`src/tlbpt_pkg.sv`:
```
// Shared constants for the TLB and page table address translator.
package tlbpt_pkg;

    localparam int VADDR_W     = 16;  // virtual address width
    localparam int PADDR_W     = 16;  // physical address width
    localparam int CNT_W       = 32;  // translation and hit counters
    localparam int FAULT_CNT_W = 9;   // page fault counter
    localparam int M_TUSER_W   = 2;   // tlb_hit, page_fault

    // Result word: physical address, translation count, hit count, fault count
    localparam int M_FIELDS_W  = PADDR_W + CNT_W + CNT_W + FAULT_CNT_W;
    localparam int M_TDATA_W   = ((M_FIELDS_W + 7) / 8) * 8;

    // Flag positions within m_tuser
    localparam int TUSER_HIT   = 0;
    localparam int TUSER_FAULT = 1;

endpackage

```
`src/tlbpt_ram.sv`:
```
// Generic single-write, single-read synchronous RAM with registered read data.
module tlbpt_ram #(
    parameter int WIDTH = 8,
    parameter int DEPTH = 256
) (
    input  logic                     aclk,
    input  logic                     we,
    input  logic [$clog2(DEPTH)-1:0] waddr,
    input  logic [WIDTH-1:0]         wdata,
    input  logic                     re,
    input  logic [$clog2(DEPTH)-1:0] raddr,
    output logic [WIDTH-1:0]         rdata
);

    logic [WIDTH-1:0] mem [DEPTH];
    logic [WIDTH-1:0] rdata_reg;

    always_ff @(posedge aclk) begin
        if (we) begin
            mem[waddr] <= wdata;
        end
        if (re) begin
            rdata_reg <= mem[raddr];
        end
    end

    assign rdata = rdata_reg;

endmodule

```
`src/tlbpt_cam.sv`:
```
// TLB tag store: parallel page search, FIFO fill pointer and occupancy count.
module tlbpt_cam #(
    parameter int ENTRIES = 16,
    parameter int TAG_W   = 8
) (
    input  logic                       aclk,
    input  logic                       aresetn,
    input  logic [TAG_W-1:0]           lookup_tag,
    output logic                       hit,
    output logic [$clog2(ENTRIES)-1:0] hit_index,
    input  logic                       wr_en,
    input  logic [TAG_W-1:0]           wr_tag,
    output logic [$clog2(ENTRIES)-1:0] fill_index
);

    localparam int IDX_W = $clog2(ENTRIES);
    localparam int OCC_W = $clog2(ENTRIES + 1);

    logic [TAG_W-1:0] tag_reg [ENTRIES];
    logic [IDX_W-1:0] fill_ptr_reg, fill_ptr_next;
    logic [OCC_W-1:0] occ_reg, occ_next;
    logic [ENTRIES-1:0] match;
    logic [IDX_W-1:0] hit_index_c;

    // A page is only inserted after missing, so at most one slot matches.
    always_comb begin
        hit_index_c = '0;
        for (int i = 0; i < ENTRIES; i++) begin
            match[i] = (OCC_W'(i) < occ_reg) && (tag_reg[i] == lookup_tag);
            if (match[i]) begin
                hit_index_c = hit_index_c | IDX_W'(i);
            end
        end
    end

    assign hit        = |match;
    assign hit_index  = hit_index_c;
    assign fill_index = fill_ptr_reg;

    always_comb begin
        fill_ptr_next = fill_ptr_reg;
        occ_next      = occ_reg;
        if (wr_en) begin
            if (fill_ptr_reg == IDX_W'(ENTRIES - 1)) begin
                fill_ptr_next = '0;
            end else begin
                fill_ptr_next = fill_ptr_reg + 1'b1;
            end
            if (occ_reg < OCC_W'(ENTRIES)) begin
                occ_next = occ_reg + 1'b1;
            end
        end
    end

    always_ff @(posedge aclk) begin
        if (!aresetn) begin
            fill_ptr_reg <= '0;
            occ_reg      <= '0;
        end else begin
            fill_ptr_reg <= fill_ptr_next;
            occ_reg      <= occ_next;
        end
    end

    always_ff @(posedge aclk) begin
        if (wr_en) begin
            tag_reg[fill_ptr_reg] <= wr_tag;
        end
    end

endmodule

```
`src/tlb_page_table_translator_core.sv`:
```
// Virtual to physical address translator: TLB search with FIFO refill, backed by a page table.
// Each transfer on the s_ side carries one virtual address; each transfer on the m_ side
// carries its translation. In the accept cycle the TLB tags are searched in parallel and
// both memories (TLB frames, page table) are read; in S_RESOLVE, once the output is free, the
// registered read data resolves the frame, any page fault writes the page table, a TLB
// miss refills the slot at the FIFO pointer, and the result loads the output register. A new
// address is taken while a finished result is still waiting on m_tready. After reset the page
// table is swept to invalid, one entry per cycle, over all PAGE_COUNT entries while s_tready
// stays low. PAGE_COUNT must be a power of two; frames are allocated sequentially and wrap at
// PAGE_COUNT.
module tlb_page_table_translator_core
    import tlbpt_pkg::*;
#(
    parameter int TLB_ENTRIES  = 16,
    parameter int PAGE_COUNT   = 256,
    parameter int OFFSET_WIDTH = 8
) (
    input  logic                 aclk,
    input  logic                 aresetn,
    // s_tdata[15:0]: virtual_address
    input  logic                 s_tvalid,
    output logic                 s_tready,
    input  logic [VADDR_W-1:0]   s_tdata,
    // m_tdata[15:0]: phys_addr, [47:16]: translation_count, [79:48]: hit_count,
    // [88:80]: fault_count, upper bits zero
    output logic                 m_tvalid,
    input  logic                 m_tready,
    output logic [M_TDATA_W-1:0] m_tdata,
    // m_tuser[0]: tlb_hit, [1]: page_fault
    output logic [M_TUSER_W-1:0] m_tuser
);

    localparam int PAGE_W = $clog2(PAGE_COUNT);
    localparam int IDX_W  = $clog2(TLB_ENTRIES);
    localparam int PTE_W  = PAGE_W + 1;   // valid bit above the frame number

    localparam logic [1:0] S_CLEAR   = 2'd0;
    localparam logic [1:0] S_IDLE    = 2'd1;
    localparam logic [1:0] S_RESOLVE = 2'd2;

    logic [1:0]              state_reg, state_next;
    logic [PAGE_W-1:0]       clr_cnt_reg, clr_cnt_next;
    logic [PAGE_W-1:0]       page_reg;
    logic [OFFSET_WIDTH-1:0] offset_reg;
    logic                    hit_reg;
    logic [PAGE_W-1:0]       next_free_reg, next_free_next;
    logic [CNT_W-1:0]        trans_cnt_reg, trans_cnt_next;
    logic [CNT_W-1:0]        hit_cnt_reg, hit_cnt_next;
    logic [FAULT_CNT_W-1:0]  fault_cnt_reg, fault_cnt_next;
    logic                    m_valid_reg, m_valid_next;
    logic [M_TDATA_W-1:0]    m_data_reg;
    logic [M_TUSER_W-1:0]    m_user_reg;

    logic                    s_fire;
    logic                    resolve_fire;
    logic [PAGE_W-1:0]       page_in;
    logic [OFFSET_WIDTH-1:0] offset_in;
    logic [31:0]             va_shifted;
    logic                    cam_hit;
    logic [IDX_W-1:0]        cam_hit_index;
    logic [IDX_W-1:0]        cam_fill_index;
    logic [PAGE_W-1:0]       tlb_frame_rd;
    logic [PTE_W-1:0]        pte_rd;
    logic                    fault;
    logic [PAGE_W-1:0]       frame;
    logic [31:0]             pa_wide;
    logic                    pt_we;
    logic [PAGE_W-1:0]       pt_waddr;
    logic [PTE_W-1:0]        pt_wdata;
    logic                    tlb_we;

    // Page number reduced to the table size, offset from the low bits
    assign va_shifted = 32'(s_tdata) >> OFFSET_WIDTH;
    assign page_in    = va_shifted[PAGE_W-1:0];
    assign offset_in  = OFFSET_WIDTH'(s_tdata);

    assign s_tready     = (state_reg == S_IDLE);
    assign s_fire       = s_tvalid && s_tready;
    assign resolve_fire = (state_reg == S_RESOLVE) && (!m_valid_reg || m_tready);

    tlbpt_cam #(
        .ENTRIES (TLB_ENTRIES),
        .TAG_W   (PAGE_W)
    ) u_cam (
        .aclk       (aclk),
        .aresetn    (aresetn),
        .lookup_tag (page_in),
        .hit        (cam_hit),
        .hit_index  (cam_hit_index),
        .wr_en      (tlb_we),
        .wr_tag     (page_reg),
        .fill_index (cam_fill_index)
    );

    tlbpt_ram #(
        .WIDTH (PAGE_W),
        .DEPTH (TLB_ENTRIES)
    ) u_tlb_frame_ram (
        .aclk  (aclk),
        .we    (tlb_we),
        .waddr (cam_fill_index),
        .wdata (frame),
        .re    (s_fire),
        .raddr (cam_hit_index),
        .rdata (tlb_frame_rd)
    );

    tlbpt_ram #(
        .WIDTH (PTE_W),
        .DEPTH (PAGE_COUNT)
    ) u_page_table_ram (
        .aclk  (aclk),
        .we    (pt_we),
        .waddr (pt_waddr),
        .wdata (pt_wdata),
        .re    (s_fire),
        .raddr (page_in),
        .rdata (pte_rd)
    );

    // Frame resolution from the registered read data
    assign fault   = !hit_reg && !pte_rd[PTE_W-1];
    assign pa_wide = (32'(frame) << OFFSET_WIDTH) | 32'(offset_reg);
    assign tlb_we  = resolve_fire && !hit_reg;

    always_comb begin
        priority if (hit_reg) begin
            frame = tlb_frame_rd;
        end else if (pte_rd[PTE_W-1]) begin
            frame = pte_rd[PAGE_W-1:0];
        end else begin
            frame = next_free_reg;
        end
    end

    // Page table port: clearing sweep after reset, otherwise fault allocation
    always_comb begin
        if (state_reg == S_CLEAR) begin
            pt_we    = 1'b1;
            pt_waddr = clr_cnt_reg;
            pt_wdata = '0;
        end else begin
            pt_we    = resolve_fire && fault;
            pt_waddr = page_reg;
            pt_wdata = {1'b1, next_free_reg};
        end
    end

    always_comb begin
        state_next     = state_reg;
        clr_cnt_next   = clr_cnt_reg;
        next_free_next = next_free_reg;
        trans_cnt_next = trans_cnt_reg;
        hit_cnt_next   = hit_cnt_reg;
        fault_cnt_next = fault_cnt_reg;
        m_valid_next   = m_valid_reg;

        if (m_valid_reg && m_tready) begin
            m_valid_next = 1'b0;
        end

        unique case (state_reg)
            S_CLEAR: begin
                clr_cnt_next = clr_cnt_reg + 1'b1;
                if (clr_cnt_reg == PAGE_W'(PAGE_COUNT - 1)) begin
                    state_next = S_IDLE;
                end
            end
            S_IDLE: begin
                if (s_fire) begin
                    state_next = S_RESOLVE;
                end
            end
            S_RESOLVE: begin
                if (resolve_fire) begin
                    state_next     = S_IDLE;
                    m_valid_next   = 1'b1;
                    trans_cnt_next = trans_cnt_reg + 1'b1;
                    if (hit_reg) begin
                        hit_cnt_next = hit_cnt_reg + 1'b1;
                    end
                    if (fault) begin
                        next_free_next = next_free_reg + 1'b1;
                        fault_cnt_next = fault_cnt_reg + 1'b1;
                    end
                end
            end
            default: begin
                state_next = S_CLEAR;
            end
        endcase
    end

    always_ff @(posedge aclk) begin
        if (!aresetn) begin
            state_reg     <= S_CLEAR;
            clr_cnt_reg   <= '0;
            next_free_reg <= '0;
            trans_cnt_reg <= '0;
            hit_cnt_reg   <= '0;
            fault_cnt_reg <= '0;
            m_valid_reg   <= 1'b0;
        end else begin
            state_reg     <= state_next;
            clr_cnt_reg   <= clr_cnt_next;
            next_free_reg <= next_free_next;
            trans_cnt_reg <= trans_cnt_next;
            hit_cnt_reg   <= hit_cnt_next;
            fault_cnt_reg <= fault_cnt_next;
            m_valid_reg   <= m_valid_next;
        end
    end

    // Payload registers
    always_ff @(posedge aclk) begin
        if (s_fire) begin
            page_reg   <= page_in;
            offset_reg <= offset_in;
            hit_reg    <= cam_hit;
        end
        if (resolve_fire) begin
            m_data_reg <= M_TDATA_W'({fault_cnt_next, hit_cnt_next, trans_cnt_next,
                                      pa_wide[PADDR_W-1:0]});
            m_user_reg[TUSER_HIT]   <= hit_reg;
            m_user_reg[TUSER_FAULT] <= fault;
        end
    end

    assign m_tvalid = m_valid_reg;
    assign m_tdata  = m_data_reg;
    assign m_tuser  = m_user_reg;

endmodule

```
`config.mk`:
```
export PLATFORM = sky130hd
export DESIGN_NAME = tlb_page_table_translator_core
export DESIGN_NICKNAME = d
export VERILOG_FILES = /design/src/tlbpt_pkg.sv /design/src/tlbpt_ram.sv /design/src/tlbpt_cam.sv /design/src/tlb_page_table_translator_core.sv
export SDC_FILE = /design/constraint.sdc
export NUM_CORES = 2
export LEC_CHECK = 0
export BUFFER_PORTS_ARGS = -buffer_cell sky130_fd_sc_hd__buf_2
export CAP_MARGIN = 20
export CORE_MARGIN = 1.5
export CORE_UTILIZATION = 40
export DETAILED_ROUTE_END_ITERATION = 10
export HOLD_SLACK_MARGIN = 0.03
export PLACE_DENSITY = 0.64
export SYNTH_ARGS = -nofsm -noshare
export SYNTH_HDL_FRONTEND = slang
export SYNTH_SLANG_ARGS = --single-unit
```
`constraint.sdc`:
```
create_clock -name aclk -period 11.99 [get_ports aclk]
set_clock_uncertainty 0.1 [all_clocks]
set_input_delay 1.199 -clock aclk [delete_from_list [all_inputs] [get_ports aclk]]
set_output_delay 1.199 -clock aclk [all_outputs]
set_load 0.005 [all_outputs]
```
==> flow_metrics.env <==
export IMPL_outcome="finished, final reports clean"
export IMPL_power_leakage_nw=40.3
export IMPL_drc=0
export IMPL_clock_root_buffer="clkbuf_16"
export IMPL_cts_path_max_buffers=4
export IMPL_yosys_warnings=0
export IMPL_routed_wl_um=249000
export IMPL_setup_viol=0
export IMPL_end_kind="flop"
export IMPL_synth_area_leaders="edfxtp_1, mux4_2, dfxtp_1, xnor2_1, nor2_1"
export IMPL_synth_seq_cells=2786
export IMPL_synth_compound_area_share_pct=0.601
export IMPL_hold_path_class="flop to flop"
export IMPL_largest_register_ffs=2304
export IMPL_synth_seq_area_share_pct=76.7
export IMPL_synth_ff_type="edfxtp_1"
export IMPL_hpwl_um=144000
export IMPL_fp_dieH_um=522
export IMPL_arrival_ns=5.99
export IMPL_grt_first_pass_wirelength_um=360000
export IMPL_slew_headroom_pct=23.6
export IMPL_wl_met2_um=120000
export IMPL_synth_edf_count=2685
export IMPL_synthArstFlopShare_pct=0
export IMPL_rows=190
export IMPL_hold_violations=0
export IMPL_postCtsHoldBufs=0
export IMPL_top_layer="met4"
export IMPL_crit_path_max_fanout=125
export IMPL_clk_pin_slew_ns=0.06
export IMPL_yosys_area_top_type="edfxtp_1"
export IMPL_grt_max_degree=216
export IMPL_grt_ovfl_total=0
export IMPL_layout_cells_non_filler=9047
export IMPL_synth_top_family_by_area="multiplexers"
export IMPL_cts_tree="yes"
export IMPL_worst_slack_ns=6.53
export IMPL_worstSkewPairLatency_ns=0.94
export IMPL_min_period_ns=5.46
export IMPL_clock_sinks=2786
export IMPL_tightest_slew_ns=1.15
export IMPL_met1_length_um=103000
export IMPL_synth_adder_area_share_pct=0.116
export IMPL_maxSlewViolCount=0
export IMPL_post_cts_buffers=0
export IMPL_routed_via_density=5.59
export IMPL_first_pass_iters=6
export IMPL_mostFrequentLayoutCells="edfxtp_1, mux4_2, nor2_1, clkbuf_16, buf_4"
export IMPL_wl_met3_um=19600
export IMPL_fin_tns_setup_ns=0
export IMPL_yosys_area_share_simple_pct=3.07
export IMPL_globalplace_congestion=0.803
export IMPL_finalCritPeriodShare_pct=45.5
export IMPL_grt_usage_pct=18.2
export IMPL_area_delta_synth_final_pct=13.6
export IMPL_ant_nets=0
export IMPL_ioPinCount=120
export IMPL_io_buffers=112
export IMPL_p_per_area_nw_per_um2=161
export IMPL_syn_cell_area_um2=108000
export IMPL_coreArea_um2=268000
export IMPL_pre_cts_slack_ns=5.57
export IMPL_final_common_cell="edfxtp_1"
export IMPL_drive_above_1_share_pct=27.4
export IMPL_cts_resized=0
export IMPL_syn_inst=4932
export IMPL_yosys_cell_types_count=54
export IMPL_cp_required_ns=12.53
export IMPL_num_nets_final=5314
export IMPL_wl_per_cell_um=27.5
export IMPL_hold_worst_slack_ns=0.320
export IMPL_fmax_mhz=183
export IMPL_grt_pass1_vias=50600
export IMPL_startpoint_type="input pin"
export IMPL_vias=50600
export IMPL_die_area_um2=273000
export IMPL_antenna_found_initial=3
export IMPL_synth_xor_area_share_pct=1.75
export IMPL_muxShareOfSynthArea_pct=16.7
export IMPL_placedCellCount=8524
export IMPL_h_tree_depth=5
export IMPL_worstSetupPathType="input pin to flop"
export IMPL_final_core_util_pct=45.7
export IMPL_avgSynthCellArea_um2=21.9
export IMPL_cts_made_buffers=295
export IMPL_initial_core_util_pct=40.2
export IMPL_die_x_um=522
export IMPL_drv_cap=0
export IMPL_first_iter_violations=5776
export IMPL_rsz0062_at_grt="no"
export IMPL_synth_top_area_share_pct=74.8
export IMPL_ir_drop_uv=98.6
==> worst paths after layout <==
path / slack [ns] / startpoint / endpoint / depth (start not counted)
max: 6.53 / s_tdata[9] / u_page_table_ram.rdata[2] / 9
min: 0.32 / offset_reg[5] / m_tdata[5] / 0
min reg2reg: 0.32 / offset_reg[5] / m_tdata[5] / 0
max reg2reg: 6.65 / state_reg[1] / u_page_table_ram.mem[190][5] / 7
==> cell usage after synthesis (4+ instances only) <==
cell      count
nand3b_1     12
nand2b_1      5
nand4_1      38
and3_1       15
mux4_2      756
mux2_2       34
a31oi_1       5
inv_1         7
or3_1         8
dfxtp_1     101
nor4_1       10
nand2_1     116
mux2i_1      57
buf_1        44
edfxtp_1   2685
o22ai_1       8
o21ai_0      13
buf_2        85
xor2_1       68
a22oi_1      18
ha_1         10
xnor2_1     148
a21oi_1      20
nor2_1      320
nor2b_1      11
and2_1       98
and4_1        4
a221o_1       8
buf_4        16
clkbuf_1    113
nor3_1       19
a21boi_0      5
nand3_1      43
==> where the power goes <==
part	switching (mW)	leakage, nW	internal, mW
Sequential	0.00395	27.4	10.5
Combinational	0.293	8.42	0.219
Clock	3.60	4.44	5.10
==> logic make-up after synthesis <==
| logic type | count (synthesis) |
|---|---|
| DFF | 2786 |
| and+or+nand+nor | 708 |
| other | 1 |
| buffers and inverters | 269 |
| AOI/OAI and AO/OA | 95 |
| muxes | 847 |
| xor gates and xnor gates | 216 |
| adders and majority gates | 10 |
==> metal layers <==
layer  global-route usage, %  vias to the layer above
li1                        -                    21100
met1                    25.2                    27100
met2                    29.1                     2040
met3                    3.74                      384
met4                    4.97                        0
met5                       0                        -
==> final cells by class <==
| type | count | area [µm²] |
|---|---|---|
| diodes | 3 | 7.51 |
| clock buffers | 358 | 7760 |
| clock inverters | 147 | 1290 |
| fillers | 22000 | 145000 |
| inverters | 8 | 40.0 |
| multi-input cells | 1883 | 24000 |
| flip-flops and latches | 2786 | 82600 |
| well taps | 3552 | 4440 |
| repair buffers | 310 | 2300 |
==> critical path: stages <==
cell and delay [ns]:
buf_8 0.45, buf_12 0.64, buf_4 0.61, buf_4 0.72, mux4_2 0.40, mux4_2 0.53
mux4_2 0.50, a22oi_1 0.53, nand2_1 0.16
==> stage by stage <==
step | cell area, µm² | power (mW)
after floorplan | 108000 | 11.1
after global placement | 113000 | 11.2
after detailed placement | 113000 | 11.2
after CTS | 122000 | 19.9
after global routing | 123000 | 20.2
final | 123000 | 19.7
No activity file was read; power rests on OpenSTA's default activity.
